## config.mk

```make
export PLATFORM = sky130hd
export DESIGN_NAME = smp_ram
export DESIGN_NICKNAME = d
export VERILOG_FILES = /design/src/hdl/square_matrix_power_unit_defines.svh /design/src/hdl/smp_ram.sv
export SDC_FILE = /design/constraint.sdc
export NUM_CORES = 2
export LEC_CHECK = 0
export BUFFER_PORTS_ARGS = -buffer_cell sky130_fd_sc_hd__buf_2
export CAP_MARGIN = 10
export CORE_MARGIN = 4
export CORE_UTILIZATION = 30
export CTS_CLUSTER_SIZE = 28
export DETAILED_ROUTE_END_ITERATION = 8
export PLACE_DENSITY = 0.43
export SETUP_SLACK_MARGIN = 0.4
export SLEW_MARGIN = 20
export SYNTH_ARGS = -nofsm -noshare
export SYNTH_HDL_FRONTEND = slang
export SYNTH_SLANG_ARGS = --single-unit
```

## constraint.sdc

```tcl
create_clock -name clk_i -period 6.85 [get_ports clk_i]
set_input_delay 1.37 -clock clk_i [delete_from_list [all_inputs] [get_ports clk_i]]
set_output_delay 1.37 -clock clk_i [all_outputs]
set_load 0.05 [all_outputs]
```

## src/hdl/square_matrix_power_unit_defines.svh

```systemverilog
// Assertion macros shared by the square matrix power unit RTL.
`ifndef SQUARE_MATRIX_POWER_UNIT_DEFINES_SVH
`define SQUARE_MATRIX_POWER_UNIT_DEFINES_SVH

// Same-cycle implication, clocked on clk_i, off during reset.
`define SMP_ASSERT_IMP(name, ante, cons) \
  name: assert property (@(posedge clk_i) disable iff (!rst_ni) (ante) |-> (cons)) \
    else $error("square_matrix_power_unit: check failed");

// Next-cycle implication, clocked on clk_i, off during reset.
`define SMP_ASSERT_NXT(name, ante, cons) \
  name: assert property (@(posedge clk_i) disable iff (!rst_ni) (ante) |=> (cons)) \
    else $error("square_matrix_power_unit: check failed");

`endif

```

## src/hdl/smp_ram.sv

```systemverilog
// Generic single-write, single-read RAM with registered read data.
`default_nettype none

module smp_ram #(
  parameter int unsigned WIDTH = 32,
  parameter int unsigned DEPTH = 64,
  localparam int unsigned AW = (DEPTH > 1) ? $clog2(DEPTH) : 1
) (
  input  wire logic             clk_i,
  input  wire logic             we_i,
  input  wire logic [AW-1:0]    waddr_i,
  input  wire logic [WIDTH-1:0] wdata_i,
  input  wire logic [AW-1:0]    raddr_i,
  output logic      [WIDTH-1:0] rdata_o
);

  logic [WIDTH-1:0] mem_q [DEPTH];
  logic [WIDTH-1:0] rdata_q;

  always_ff @(posedge clk_i) begin
    if (we_i) begin
      mem_q[waddr_i] <= wdata_i;
    end
    rdata_q <= mem_q[raddr_i];
  end

  assign rdata_o = rdata_q;

endmodule

`default_nettype wire

```

==> run summary <==
Final Hold Viols = 0
Sequential Power Share = 0.521
# rows = 187
most frequent cells in the layout = edfxtp_1, mux4_2, clkbuf_16
Cell variety after synth = 34
Final Max Tran Viols = 0
fmax = 256 MHz
sequential fraction of the synthesis area = 0.791
NetSw = 5.96 mW
Post-DRT Antenna Nets = 0
Avg WL per Cell = 31.7 um
Critical Path RT = 7.52 ns
Synthesis Warnings = 0
fraction of layout cells with a size suffix above 1 = 0.305
fin crit share = 0.570
Sink Count = 2080
final core occ = 0.351
CORE AREA = 260000 um^2
CTS tree = done
Final min period = 3.90 ns
clk_skew = 0.0220 ns
outcome = completed
crit path DAT = 4.58 ns
TritonCTS buffer count = 221
Worst slew margin = 0.262
sw frac = 0.220
combinational share of power = 0.052
# DRC = 0
RSZ-0062 raised after global routing = false
die height = 520 um
multi-input gate area in the final layout = 16000 um^2
post-synth design cell area = 78500 um^2
Via density = 5.00
Internal Power = 21.2 mW
total setup buffers inserted after CTS = 0
R2R Setup Slk = 4.49 ns
CP Max Fanout = 57
IO Count = 78
Total Power = 27.2 mW
fillcell total = 23930
commonest non-fill, non-tap cell in the layout = edfxtp_1
CTS Hold Buffers Added = 0
Async SR Flop Fraction = 0
R2R Path Start = mem_q[35][14]
worst reg2reg endpoint = rdata_o[14]
Hold Path Class = flop to flop
vias in the first global route = 38133
Worst Tran Pin Value = 1.11 ns
share of the synthesized area in the top cell type = 0.783
Most used DFF post-synth = edfxtp_1
clock buffer depth = 3
Setup crit end kind = flop
I/O Buffers = 77
crit path launch type = primary input
crit path kind = primary input to flop
largest net degree at the start of global routing = 76
Critical Path End = rdata_o[3]
Pwr Density = 297 nW/um^2
worst-skew pair later-pin latency = 0.84 ns
PostCTS Resize Cnt = 0
P&R area growth vs syn = 16.3%
die width = 520 um
synthesized area per cell = 23.6 um^2
Total GRT Usage = 0.169
top cells by area, synth = edfxtp_1, mux4_2, mux2i_1, dfxtp_1, o22ai_1
Initial DRT Pass Iterations = 7
Post-synth EDFFs = 2048
initial drt markers = 3481
Routed Wire Length = 231000 um
Worst Setup SP = raddr_i[0]
Clock Power Share = 0.427
Die Area = 270000 um^2
first-pass GRT wire length = 321000 um
GPL Wtd Cong = 0.741
number of max-cap violations = 0
initial antenna violation count = 19
Synth Register Bits = 2080
Congestion Overflow GR = 0
routed vias = 36457
Post-Synthesis Cells = 3324
FF/Latch Area = 62100 um^2
Worst VDD drop = 0.215 mV
Leakage = 28.0 nW
final setup fails = 0
Setup TNS Final = 0 ns
DP HPWL = 130000 um
Synth area leader = edfxtp_1
CTS root buffer = clkbuf_16
CTS H-tree depth = 4
nets = 3643
Worst-path clk slew = 0.06 ns
Syn Nets = 3370
Reg2Reg Depth = 4
Initial Util = 0.302
-- critical path, stage by stage --
cell	delay (ns)
buf_8	0.61
buf_4	0.45
buf_4	0.39
mux4_2	0.55
mux2i_1	0.22
a21oi_1	0.14
a21oi_1	0.56
nor2_1	0.18
-- power groups by stage --
stage / logic (mW) / clock network (mW) / registers, mW
3_5_place_dp: 1.46 / 0 / 14.4
3_3_place_gp: 1.45 / 0 / 14.4
2_1_floorplan: 0.685 / 0 / 14.5
4_1_cts: 1.46 / 11.9 / 14.2
6_report: 1.41 / 11.6 / 14.2
5_1_grt: 1.50 / 12.5 / 14.2
-- area by class of cell --
type                            count  area share
Sequential cell                  2080       0.680
Multi-Input combinational cell   1062       0.175
Clock buffer                      302      0.0660
Tap cell                         3496      0.0479
Timing Repair Buffer              232      0.0201
Clock inverter                    110      0.0105
Antenna cell                        5    0.000137
-- Yosys cell counts, types with 2 or more instances --
master,count
nand4_1,2
buf_4,25
nand3b_1,5
nand2_1,26
nor2b_1,15
nor3_1,7
o22ai_1,84
nand3_1,5
clkbuf_1,74
buf_6,5
a22oi_1,12
o221ai_1,27
buf_1,21
a41o_1,4
or3b_1,2
mux2i_1,93
mux4_2,544
a21oi_1,62
nor2_1,137
dfxtp_1,32
or3b_2,3
nand2b_1,8
and2_1,2
a311oi_1,8
and3_1,4
edfxtp_1,2048
or3_1,3
buf_2,57
o32ai_1,4
-- stage by stage --
stage	instances	worst slack, ns	instance area, um^2	hold WS (ns)
after floorplan	3324	2.32	78500	0.663
after global placement	6866	1.91	84200	0.751
after detailed placement	6870	1.92	84300	0.751
after CTS	7282	2.84	91300	0.751
after global routing	7284	2.81	91300	0.849
final	7287	2.95	91300	0.766
-- sequential cells by signal (all words and copies together) (netlist names) --
signal   cells
mem_q     2048
rdata_o     32
-- worst min path at each step --
stage                             start     endpoint  depth (start not counted)
after global placement    mem_q[28][20]  rdata_o[20]                          4
after floorplan           mem_q[12][17]  rdata_o[17]                          4
after detailed placement   mem_q[28][4]   rdata_o[4]                          4
after CTS                  mem_q[28][4]   rdata_o[4]                          4
final                      mem_q[28][4]   rdata_o[4]                          4
after global routing      mem_q[28][17]  rdata_o[17]                          4
-- per-layer routing --
metal  routed length, um  track usage  share of wire  vias up
met1              103000        0.238           0.45    20351
met5                  27            0        0.00012        -
met4                4210       0.0353          0.018        4
met2              113000        0.280           0.49      972
li1                    -            -              -    14858
met3               10200       0.0248          0.044      272
-- cell families after synthesis --
logic type             share of synthesized area
buffers and inverters                     0.0113
multiplexers                               0.168
AND/OR/NAND/NOR                           0.0127
AO/OA/AOI/OAI                             0.0167
flip-flops                                 0.791
(Power assumes the default switching activity.)
